`src/rtl/core/dht_pkg.sv`:
```
// Shared types and constants for the displacement heading tracker.
// Holds the CORDIC arctangent table, fixed-point constants and the
// controller/datapath interface structs. No dependencies.
`default_nettype none

package dht_pkg;

	// Arctangent table in binary angle units (2^32 is one full turn).
	localparam int ATAN_LEN = 24;
	localparam int IDX_W    = 5;

	localparam logic [31:0] ATAN_TABLE [ATAN_LEN] = '{
		32'h20000000, 32'h12E4051E, 32'h09FB385B, 32'h051111D4,
		32'h028B0D43, 32'h0145D7E1, 32'h00A2F61E, 32'h00517C55,
		32'h0028BE53, 32'h00145F2F, 32'h000A2F98, 32'h000517CC,
		32'h00028BE6, 32'h000145F3, 32'h0000A2FA, 32'h0000517D,
		32'h000028BE, 32'h0000145F, 32'h00000A30, 32'h00000518,
		32'h0000028C, 32'h00000146, 32'h000000A3, 32'h00000051
	};

	// pi scaled by 2^29, used to turn binary angle units into Q2.13 radians.
	localparam logic [30:0] PI_Q29        = 31'd1686629713;
	localparam logic [14:0] HEADING_MAX   = 15'd25736;
	localparam logic [30:0] THRESH_RESET  = 31'd6554;

	// Register index decoded from the APB address.
	localparam logic REG_THRESHOLD = 1'b0;

	// Datapath widths: differences are exact in 33 bits, CORDIC growth needs 36.
	localparam int D_W  = 33;
	localparam int XY_W = 36;
	localparam int Z_W  = 34;
	localparam int P_W  = 65;

	typedef struct packed {
		logic             load;
		logic             prep;
		logic             iter;
		logic             mul;
		logic             fin;
		logic [IDX_W-1:0] idx;
	} dht_cmd_t;

	typedef struct packed {
		logic skip;
		logic out_free;
	} dht_sts_t;

endpackage

`default_nettype wire

```
`src/rtl/core/displacement_heading_tracker.sv`:
```
// Top level of the displacement heading tracker: APB register, controller
// and datapath. Depends on dht_pkg, dht_ctrl and dht_dp.
`default_nettype none

// Each accepted transaction is one trajectory point; exactly one result
// (heading_angle in Q2.13 radians, step_valid) comes out per point, in order.
// A point whose step is valid and has a nonzero dy runs the shared CORDIC
// vectoring stage once per iteration, going through prepare, the iterations,
// scaling and the final write; other points go from prepare straight to the
// final write. CORDIC_STEPS above 24 behaves as 24. The input is stalled
// while a point is in work; a finished result waits in the output register
// and blocks only the final write of the next point. The threshold register
// (address 0) should be written only while the block is idle.

module displacement_heading_tracker
	import dht_pkg::*;
#(
	parameter int CORDIC_STEPS = 16
) (
	input  wire logic               clk,
	input  wire logic               arst_n,
	input  wire logic               psel,
	input  wire logic               penable,
	input  wire logic               pwrite,
	input  wire logic        [2:0]  paddr,
	input  wire logic        [31:0] pwdata,
	output logic             [31:0] prdata,
	output logic                    pready,
	input  wire logic               in_valid,
	output logic                    in_stall,
	input  wire logic signed [31:0] pos_x,
	input  wire logic signed [31:0] pos_y,
	input  wire logic               anchor_start,
	input  wire logic signed [31:0] origin_x,
	input  wire logic signed [31:0] origin_y,
	output logic                    out_valid,
	input  wire logic               out_stall,
	output logic signed [15:0]      heading_angle,
	output logic                    step_valid
);

	localparam int STEPS = (CORDIC_STEPS > ATAN_LEN) ? ATAN_LEN : CORDIC_STEPS;

	logic [30:0] threshold_q;
	logic        reg_idx;
	dht_cmd_t    cmd;
	dht_sts_t    sts;

	assign pready  = 1'b1;
	assign reg_idx = paddr[2];

	always_ff @(posedge clk or negedge arst_n) begin
		if (!arst_n) begin
			threshold_q <= THRESH_RESET;
		end else if (psel && penable && pwrite && reg_idx == REG_THRESHOLD) begin
			threshold_q <= pwdata[30:0];
		end
	end

	always_comb begin
		case (reg_idx)
			REG_THRESHOLD: prdata = {1'b0, threshold_q};
			default:       prdata = '0;
		endcase
	end

	dht_ctrl #(
		.STEPS(STEPS)
	) u_ctrl (
		.clk     (clk),
		.arst_n  (arst_n),
		.in_valid(in_valid),
		.in_stall(in_stall),
		.sts     (sts),
		.cmd     (cmd)
	);

	dht_dp u_dp (
		.clk          (clk),
		.arst_n       (arst_n),
		.cmd          (cmd),
		.sts          (sts),
		.threshold    (threshold_q),
		.pos_x        (pos_x),
		.pos_y        (pos_y),
		.anchor_start (anchor_start),
		.origin_x     (origin_x),
		.origin_y     (origin_y),
		.out_valid    (out_valid),
		.out_stall    (out_stall),
		.heading_angle(heading_angle),
		.step_valid   (step_valid)
	);

endmodule

`default_nettype wire

```
`src/rtl/core/dht_ctrl.sv`:
```
// Sequencer for the displacement heading tracker.
// Steps one transaction through prepare, CORDIC iterations, scaling and output;
// a skipped point goes from prepare straight to output. Depends on dht_pkg.
`default_nettype none

module dht_ctrl
	import dht_pkg::*;
#(
	parameter int STEPS = 16
) (
	input  wire logic     clk,
	input  wire logic     arst_n,
	input  wire logic     in_valid,
	output logic          in_stall,
	input  wire dht_sts_t sts,
	output dht_cmd_t      cmd
);

	localparam logic [2:0] S_IDLE = 3'd0;
	localparam logic [2:0] S_PREP = 3'd1;
	localparam logic [2:0] S_ITER = 3'd2;
	localparam logic [2:0] S_MUL  = 3'd3;
	localparam logic [2:0] S_FIN  = 3'd4;

	localparam logic [IDX_W-1:0] LAST_IDX = IDX_W'(STEPS - 1);

	logic [2:0]       state_q, state_d;
	logic [IDX_W-1:0] cnt_q;

	assign in_stall = (state_q != S_IDLE);

	always_comb begin
		state_d = state_q;
		case (state_q)
			S_IDLE: if (in_valid) state_d = S_PREP;
			S_PREP: state_d = sts.skip ? S_FIN : S_ITER;
			S_ITER: if (cnt_q == LAST_IDX) state_d = S_MUL;
			S_MUL:  state_d = S_FIN;
			S_FIN:  if (sts.out_free) state_d = S_IDLE;
			default: state_d = S_IDLE;
		endcase
	end

	always_ff @(posedge clk or negedge arst_n) begin
		if (!arst_n) begin
			state_q <= S_IDLE;
			cnt_q   <= '0;
		end else begin
			state_q <= state_d;
			if (state_q == S_ITER)
				cnt_q <= cnt_q + IDX_W'(1);
			else
				cnt_q <= '0;
		end
	end

	always_comb begin
		cmd.load = (state_q == S_IDLE) && in_valid;
		cmd.prep = (state_q == S_PREP);
		cmd.iter = (state_q == S_ITER);
		cmd.mul  = (state_q == S_MUL);
		cmd.fin  = (state_q == S_FIN) && sts.out_free;
		cmd.idx  = cnt_q;
	end

	a_cnt_range: assert property (@(posedge clk) disable iff (!arst_n)
		(state_q == S_ITER) |-> (cnt_q <= LAST_IDX))
		else $error("iteration counter ran past the last step");

	a_load_prep: assert property (@(posedge clk) disable iff (!arst_n)
		cmd.load |=> (state_q == S_PREP))
		else $error("accepted transaction did not move to prepare");

	a_fin_free: assert property (@(posedge clk) disable iff (!arst_n)
		cmd.fin |-> sts.out_free)
		else $error("result written while the output register was occupied");

endmodule

`default_nettype wire

```
`src/rtl/core/dht_dp.sv`:
```
// Datapath of the displacement heading tracker: differences, CORDIC
// vectoring stage, angle scaling and the output register.
// Depends on dht_pkg; driven by dht_ctrl commands.
`default_nettype none

module dht_dp
	import dht_pkg::*;
(
	input  wire logic               clk,
	input  wire logic               arst_n,
	input  wire dht_cmd_t           cmd,
	output dht_sts_t                sts,
	input  wire logic        [30:0] threshold,
	input  wire logic signed [31:0] pos_x,
	input  wire logic signed [31:0] pos_y,
	input  wire logic               anchor_start,
	input  wire logic signed [31:0] origin_x,
	input  wire logic signed [31:0] origin_y,
	output logic                    out_valid,
	input  wire logic               out_stall,
	output logic signed [15:0]      heading_angle,
	output logic                    step_valid
);

	logic signed [31:0]     prev_x_q, prev_y_q;
	logic signed [D_W-1:0]  dx_q, dy_q;
	logic                   start_q, valid_q, dyzero_q, neg_q;
	logic signed [XY_W-1:0] x_q, y_q;
	logic signed [Z_W-1:0]  z_q;
	logic [P_W-1:0]         prod_q;
	logic signed [15:0]     held_q, heading_q;
	logic                   out_valid_q, step_valid_q;

	logic signed [31:0]     base_x, base_y;
	logic signed [D_W-1:0]  thr_s;
	logic                   valid_c, dyzero_c;
	logic signed [XY_W-1:0] xs, ys;
	logic signed [Z_W-1:0]  atan_s;
	logic [Z_W-1:0]         zabs;
	logic [P_W-1:0]         rnd;
	logic [17:0]            q_c;
	logic [14:0]            mag_c;
	logic signed [15:0]     cordic_hd, heading_c;

	assign base_x = anchor_start ? origin_x : prev_x_q;
	assign base_y = anchor_start ? origin_y : prev_y_q;

	// The threshold is compared against the signed differences as they are.
	assign thr_s    = $signed({2'b00, threshold});
	assign valid_c  = (dx_q > thr_s) || (dy_q > thr_s);
	assign dyzero_c = (dy_q == '0);

	assign xs     = x_q >>> cmd.idx;
	assign ys     = y_q >>> cmd.idx;
	assign atan_s = $signed({2'b00, ATAN_TABLE[cmd.idx]});

	assign zabs = z_q[Z_W-1] ? Z_W'(-z_q) : Z_W'(z_q);

	// Round half away from zero on the magnitude, then saturate.
	assign rnd       = prod_q + (P_W'(1) << 46);
	assign q_c       = rnd[P_W-1:47];
	assign mag_c     = (q_c > 18'(HEADING_MAX)) ? HEADING_MAX : q_c[14:0];
	assign cordic_hd = neg_q ? -$signed({1'b0, mag_c}) : $signed({1'b0, mag_c});

	always_comb begin
		if (!valid_q)
			heading_c = start_q ? 16'sd0 : held_q;
		else if (dyzero_q)
			heading_c = 16'sd0;
		else
			heading_c = cordic_hd;
	end

	assign sts.skip     = !valid_c || dyzero_c;
	assign sts.out_free = !out_valid_q || !out_stall;

	always_ff @(posedge clk or negedge arst_n) begin
		if (!arst_n) begin
			prev_x_q    <= '0;
			prev_y_q    <= '0;
			held_q      <= '0;
			out_valid_q <= 1'b0;
		end else begin
			if (cmd.load) begin
				prev_x_q <= pos_x;
				prev_y_q <= pos_y;
			end
			if (cmd.fin) begin
				held_q      <= heading_c;
				out_valid_q <= 1'b1;
			end else if (out_valid_q && !out_stall) begin
				out_valid_q <= 1'b0;
			end
		end
	end

	always_ff @(posedge clk) begin
		if (cmd.load) begin
			dx_q    <= D_W'(pos_x) - D_W'(base_x);
			dy_q    <= D_W'(pos_y) - D_W'(base_y);
			start_q <= anchor_start;
		end
		if (cmd.prep) begin
			valid_q  <= valid_c;
			dyzero_q <= dyzero_c;
			// A vector in the left half plane is turned by half a turn first.
			if (dx_q[D_W-1]) begin
				x_q <= -XY_W'(dx_q);
				y_q <= -XY_W'(dy_q);
				z_q <= dy_q[D_W-1] ? -(Z_W'(1) <<< 31) : (Z_W'(1) <<< 31);
			end else begin
				x_q <= XY_W'(dx_q);
				y_q <= XY_W'(dy_q);
				z_q <= '0;
			end
		end
		if (cmd.iter) begin
			if (y_q > 0) begin
				x_q <= x_q + ys;
				y_q <= y_q - xs;
				z_q <= z_q + atan_s;
			end else begin
				x_q <= x_q - ys;
				y_q <= y_q + xs;
				z_q <= z_q - atan_s;
			end
		end
		if (cmd.mul) begin
			prod_q <= P_W'(zabs) * P_W'(PI_Q29);
			neg_q  <= z_q[Z_W-1];
		end
		if (cmd.fin) begin
			heading_q    <= heading_c;
			step_valid_q <= valid_q;
		end
	end

	assign out_valid     = out_valid_q;
	assign heading_angle = heading_q;
	assign step_valid    = step_valid_q;

	a_head_range: assert property (@(posedge clk) disable iff (!arst_n)
		cmd.fin |-> (heading_c >= -16'sd25736 && heading_c <= 16'sd25736))
		else $error("heading left the Q2.13 range of plus or minus pi");

endmodule

`default_nettype wire
```
`config.mk`:
```
export PLATFORM = sky130hd
export DESIGN_NAME = displacement_heading_tracker
export DESIGN_NICKNAME = d
export VERILOG_FILES = /design/src/rtl/core/dht_pkg.sv /design/src/rtl/core/displacement_heading_tracker.sv /design/src/rtl/core/dht_ctrl.sv /design/src/rtl/core/dht_dp.sv
export SDC_FILE = /design/constraint.sdc
export NUM_CORES = 2
export LEC_CHECK = 0
export BUFFER_PORTS_ARGS = -buffer_cell sky130_fd_sc_hd__clkbuf_2
export CORE_ASPECT_RATIO = 1.25
export CORE_MARGIN = 5
export CORE_UTILIZATION = 54
export CTS_BUF_LIST = sky130_fd_sc_hd__clkbuf_8
export DETAILED_ROUTE_END_ITERATION = 7
export PLACE_DENSITY = 0.71
export SYNTH_ARGS = -nofsm -noshare
export SYNTH_HDL_FRONTEND = slang
export SYNTH_SLANG_ARGS = --single-unit
```
`constraint.sdc`:
```
create_clock -name clk -period 10.9 [get_ports clk]
set_input_delay 3.27 -clock clk [delete_from_list [all_inputs] [get_ports clk]]
set_output_delay 3.27 -clock clk [all_outputs]
set_load 0.005 [all_outputs]
```
After elaboration in Yosys (flattened, before gate mapping)
Memories as Yosys holds them, arrays and structs flattened.
Index checks and enable logic that the tools add are counted.
- register bits: 378
- ROM bits: 1024
- output and inout port bits: 52
- logic and storage cells: 102
- memories: 1
- memories (memory ; words ; bits a word ; read ports ; clocked after Yosys merged registers in ; wr ports ; RTL line ; text):
    (no name shown) ; 32 ; 32 ; 1 ; 0 ; 0 ; dht_dp.sv:55 ; assign atan_s = $signed({2'b00, ATAN_TABLE[cmd.idx]});
- add/sub/neg operators: 14
- $mul: 1
- magnitude comparators: 5
- eq/ne operators: 8
- shift operators: 2
- muxes and demuxes: 32
- bitwise logic cells: 2
- reduce and logical (&&, ||, !) cells: 18
- operators by type and width (cell ; count):
    36-bit 2-to-1 mux ; 8
    34-bit 2-to-1 mux ; 6
    32-bit 2-to-1 mux ; 4
    36-bit adder ; 2
    33-bit negation with 36-bit output ; 2
    36-bit by 5-bit >>> shifter with 36-bit output ; 2
    36-bit subtractor ; 2
    33-bit by 32-bit > comparator with 1-bit output ; 2
    32-bit by 32-bit subtractor with 33-bit output ; 2
    65-bit by 47-bit adder with 65-bit output (second input constant) ; 1
    34-bit by 31-bit multiplier with 65-bit output (second input constant) ; 1
    16-bit 2-to-1 mux ; 4
    36-bit by 1-bit > comparator with 1-bit output (second input constant) ; 1
    34-bit by 33-bit adder with 34-bit output ; 1
    34-bit negation ; 1
    34-bit by 33-bit subtractor with 34-bit output ; 1
    33-bit logical NOT ; 1
    31-bit 2-to-1 mux ; 1
    18-bit by 15-bit > comparator with 1-bit output (second input constant) ; 1
    15-bit negation with 16-bit output ; 1
    15-bit 2-to-1 mux ; 1
    3-bit case mux with 5 select lines ; 1
    3-bit 2-to-1 mux ; 4
    3-bit by 2-bit equality test with 1-bit output (second input constant) ; 2
    18 further kinds ; 30

Longest topological paths before layout
- depth after elaboration: 7
- depth in mapped cells: 34
- gate-level depth less buffers: 34

Hierarchy
From an unflattened synthesis, not the netlist that was laid out.
- cell total of the unflattened synthesis: 5167
- area total of the unflattened synthesis: 48570.3 um^2
- by module, submodules not included (module ; instances ; cells each ; area an instance (um^2) ; sequential area each (um^2)):
    dht_dp ; 1 ; 5023 ; 46624.7 ; 8393.0
    displacement_heading_tracker ; 1 ; 104 ; 1531.5 ; 784.5
    dht_ctrl ; 1 ; 40 ; 414.1 ; 200.2

Worst setup path before layout
Ideal clock, no wire load.
- path type: register -> register
- start: register u_dp.z_q[2]
- end: register u_dp.prod_q[64] (data pin)
- library setup time: 0.260 ns
- arrival: 8.593 ns
- setup slack: 2.047 ns
- stages on the path, launching flop included: 31
- path buffers: 0
- clock period less this slack: 8.853 ns
- path through: edfxtp_1 -> nor3_1 -> nand3_1 -> or4_1 -> or2_2 -> nand2b_1 -> and2_1 -> xor2_1 -> inv_1 -> fa_1 -> inv_1 -> fa_1 -> inv_1 -> fa_1 -> inv_1 -> ha_1 -> fa_1 -> fa_1 -> fa_1 -> ha_1 -> ha_1 -> nand2_1 -> nor3_1 -> nand4_1 -> a211oi_1 -> o21ai_0 -> nand4_1 -> a311oi_1 -> o31ai_1 -> a21oi_1 -> xnor2_1
- word-level cells in the longest chain between the ends: 3
- RTL lines (element ; RTL line ; text):
    start, declared ; dht_dp.sv:29 ; logic signed [Z_W-1:0] z_q;
    start signal, assigned ; dht_dp.sv:110 ; z_q <= dy_q[D_W-1] ? -(Z_W'(1) <<< 31) : (Z_W'(1) <<< 31);
    start signal, assigned ; dht_dp.sv:121 ; z_q <= z_q + atan_s;
    start signal, assigned ; dht_dp.sv:125 ; z_q <= z_q - atan_s;
    34-bit negation ; dht_dp.sv:57 ; assign zabs = z_q[Z_W-1] ? Z_W'(-z_q) : Z_W'(z_q);
    34-bit 2-to-1 mux (*) ; dht_dp.sv:57 ;
    34-bit by 31-bit multiplier with 65-bit output (*) ; dht_dp.sv:129 ; prod_q <= P_W'(zabs) * P_W'(PI_Q29);
    end signal, assigned ; dht_dp.sv:129 ;
    end, declared ; dht_dp.sv:30 ; logic [P_W-1:0] prod_q;
Every way passes the cells marked *; elsewhere a longest branch is shown, timed or not.
A chain may end at the register's enable or synchronous reset.

Worst setup path in the final report
Ends and elaborated chain as after synthesis.

==> impl_metrics.py <==
metrics = {
    "timing": {
        "hold_viol": 0,
        "setup_ws_ps": 1090,
        "slew_headroom_pct": 19.8,
        "tightestPinTransition_ps": 1200,
        "setup-tns-final_ps": 0,
        "min_period_ps": 9810,
        "rsz0062_at_grt": "false",
        "fmax_ghz": 0.102,
        "finalSetupViolCount": 0,
        "fin_worst_skew_ps": 32.6,
        "fin_crit_sh_pct": 90.0,
        "drv_slew": 0,
    },
    "global_routing": {
        "grt_pass1_vias": 41700,
        "antenna_found_initial": 2,
        "grt_overflow": 0,
        "grt_max_degree": 85,
        "grt_pass1_wl_microns": 234000,
        "track_usage_pct": 30.6,
    },
    "synthesis": {
        "ys_ff_latch": 332,
        "yosys.cell_types.count": 96,
        "netlist_instances": 5219,
        "yosysSeqAreaShare_pct": 19.3,
        "synth_common_cells": "ha_1 (655), inv_1 (602), nor2_1 (342)",
        "synth_top_area_share_pct": 16.9,
        "synth_edf_count": 212,
        "syn_avg_cell_area_sq_um": 9.31,
        "netlist_area_sq_um": 48600,
        "synth-main-ff-cell": "edfxtp_1",
        "yosysWarnings": 0,
        "async_reset_ff_share_pct": 36.1,
        "yosysMostFrequentCell": "ha_1",
        "synthTopCellsByArea": "ha_1 (17%), edfxtp_1 (13%), fa_1 (13%)",
        "synth_area_leader_cell": "ha_1",
        "synth_nets": 6354,
    },
    "floorplan": {
        "die_h_microns": 345,
        "num_rows": 123,
        "fp.dieArea_sq_um": 96100,
        "core_region_area_sq_um": 89700,
        "die_x_microns": 278,
        "ioPinCount": 223,
        "initial_core_util_pct": 54.2,
    },
    "cts": {
        "cts_setup_buffers": 0,
        "cts_num_sinks": 332,
        "cts_made_buffers": 54,
        "clk_latency_ps": 700,
        "hold_buffers": 0,
        "tritoncts": "yes",
        "cts-root-buf": "clkbuf_8",
        "ctsResizeCount": 0,
        "clock_path_buffers": 3,
        "h-tree-depth": 2,
        "clkTransAtPathRegs_ps": 90,
    },
    "route": {
        "post_drt_wl_per_cell_microns": 22.8,
        "drc": 0,
        "vias": 40700,
        "detail_route.vias_per_cell": 6.14,
        "postRouteAntennaNets": 0,
        "finalWirelength_microns": 151000,
        "first_pass_iters": 8,
        "drt_iter0_drc": 2838,
    },
    "finish": {
        "drive_gt1_share_pct": 12.1,
        "stdcell_count": 6634,
        "nets": 6535,
        "syn2layout_area_growth_pct": 7.45,
    },
    "setup_path": {
        "cpPeakStageDelay_ps": 620,
        "critPathMaxFanout": 8,
        "cp_common_cell": "fa_1",
        "required_ps": 11360,
        "end_kind": "flip-flop",
        "crit_type": "flip-flop to flip-flop",
        "startpoint_type": "flip-flop",
        "arrival_ps": 10270,
        "worst_path_max_delay_cell": "or4_1",
    },
    "place": {
        "placed_cells_incl_taps": 6531,
        "io_buffers": 217,
        "hpwl_microns": 122000,
        "gp_congestion": 1.03,
        "pre_cts_ws_ps": 989,
    },
    "job": {
        "cap_violations": 0,
    },
    "min_path": {
        "hold_class": "flip-flop to flip-flop",
    },
    "status": {
        "status": "finished, final reports clean",
    },
}
[state kept, by name, indices dropped and copies added (netlist names)]
signal and flops:
u_ctrl.cnt_q 5, u_dp.prev_y_q 32, u_dp.prod_q 19, u_ctrl.state_q 3
u_dp.z_q 34, u_dp.valid_q 1, u_dp.dy_q 33, u_dp.prev_x_q 32
u_dp.held_q 16, u_dp.dx_q 33, u_dp.dyzero_q 1, u_dp.x_q 36
u_dp.out_valid 1, u_dp.step_valid 1, u_dp.heading_angle 16, u_dp.y_q 36
u_dp.start_q 1, u_dp.neg_q 1, threshold_q 31
[layout make-up]
type                            instances  area (sq um)
Clock buffer                           59           812
Sequential cell                       332          9390
Clock inverter                         42           265
Timing Repair Buffer                  303          1740
Inverter                              614          2300
Multi-Input combinational cell       4095         36200
Tap cell                             1187          1490
Fill cell                            7897         37500
Antenna cell                            2          5.00
[layout by cell type, fill, tap and decap left out, types with 34 or more instances in the layout]
| cell type | n |
|---|---|
| fa_1 | 309 |
| xor2_1 | 142 |
| o21a_1 | 47 |
| a31oi_1 | 55 |
| mux2i_1 | 120 |
| nor2b_1 | 50 |
| o211ai_1 | 44 |
| nor4_1 | 34 |
| o21ai_0 | 240 |
| inv_1 | 626 |
| nand2_1 | 306 |
| ha_1 | 655 |
| nor3_1 | 85 |
| nand2b_1 | 50 |
| clkbuf_8 | 59 |
| a21oi_1 | 302 |
| a21o_1 | 124 |
| nand4_1 | 34 |
| mux2_2 | 134 |
| edfxtp_1 | 212 |
| and3_1 | 38 |
| nor2_1 | 340 |
| xnor2_1 | 295 |
| mux4_2 | 76 |
| buf_4 | 87 |
| nand3_1 | 99 |
| a211oi_1 | 42 |
| o31ai_1 | 39 |
| clkbuf_2 | 215 |
| dfrtp_1 | 108 |
[critical path: cells and delay by family, from the launching register on]
kind	cells	cell delay (ps)
and+or+nand+nor	8	2160
buffers and inverters	5	820
DFF	1	490
AOI/OAI and AO/OA	6	1530
xor gates and xnor gates	3	680
adders and majority gates	9	3900
[stage by stage]
stage                     cell area (sq um)  util [%]  hold slack (ps)
after detailed placement              51100      57.0              475
after global placement                51100      57.0              464
final                                 52200      58.2              495
after global routing                  52200      58.2              516
after CTS                             52200      58.2              489
after floorplan                       48600         -              424
[layer usage]
layer,track usage [%],up-vias,share of wire [%]
met5,0,-,0
met4,20.2,0,8.2
met3,3.89,517,5.6
met2,54.2,1495,50
met1,34.4,19700,36
li1,-,19000,-
[path summary, 6_finish.rpt]
check	endpoint	cells past startpoint	start	slack, ps
worst max-delay path	u_dp.prod_q[64]$_DFFE_PP_	31	u_dp.z_q[2]$_SDFFCE_PN0P_	1090
worst min-delay path	u_dp.held_q[7]$_DFFE_PN0P_	2	u_dp.held_q[7]$_DFFE_PN0P_	490
worst max register to register	u_dp.prod_q[64]$_DFFE_PP_	31	u_dp.z_q[2]$_SDFFCE_PN0P_	1090
worst min register to register	u_dp.held_q[7]$_DFFE_PN0P_	2	u_dp.held_q[7]$_DFFE_PN0P_	490
max in group asynchronous	u_dp.held_q[0]$_DFFE_PN0P_	2	arst_n	7050
min in group asynchronous	u_dp.prev_y_q[30]$_DFFE_PN0P_	1	arst_n	2640
[logic make-up (layout without fill, tap and decap cells)]
logic type,after synthesis,count (layout),share of synthesized area [%]
buffers and inverters,792,1018,6.32
AOI/OAI and AO/OA,1176,1176,15.8
muxes,336,336,9.42
xor gates and xnor gates,440,440,7.94
DFF,332,332,19.3
and+or+nand+nor,1177,1177,11.6
adders and majority gates,964,964,29.6
other,2,4,0.0155
Power is not shown: default switching activity piles up to over one toggle a cycle in this logic, so the estimate is an artifact.
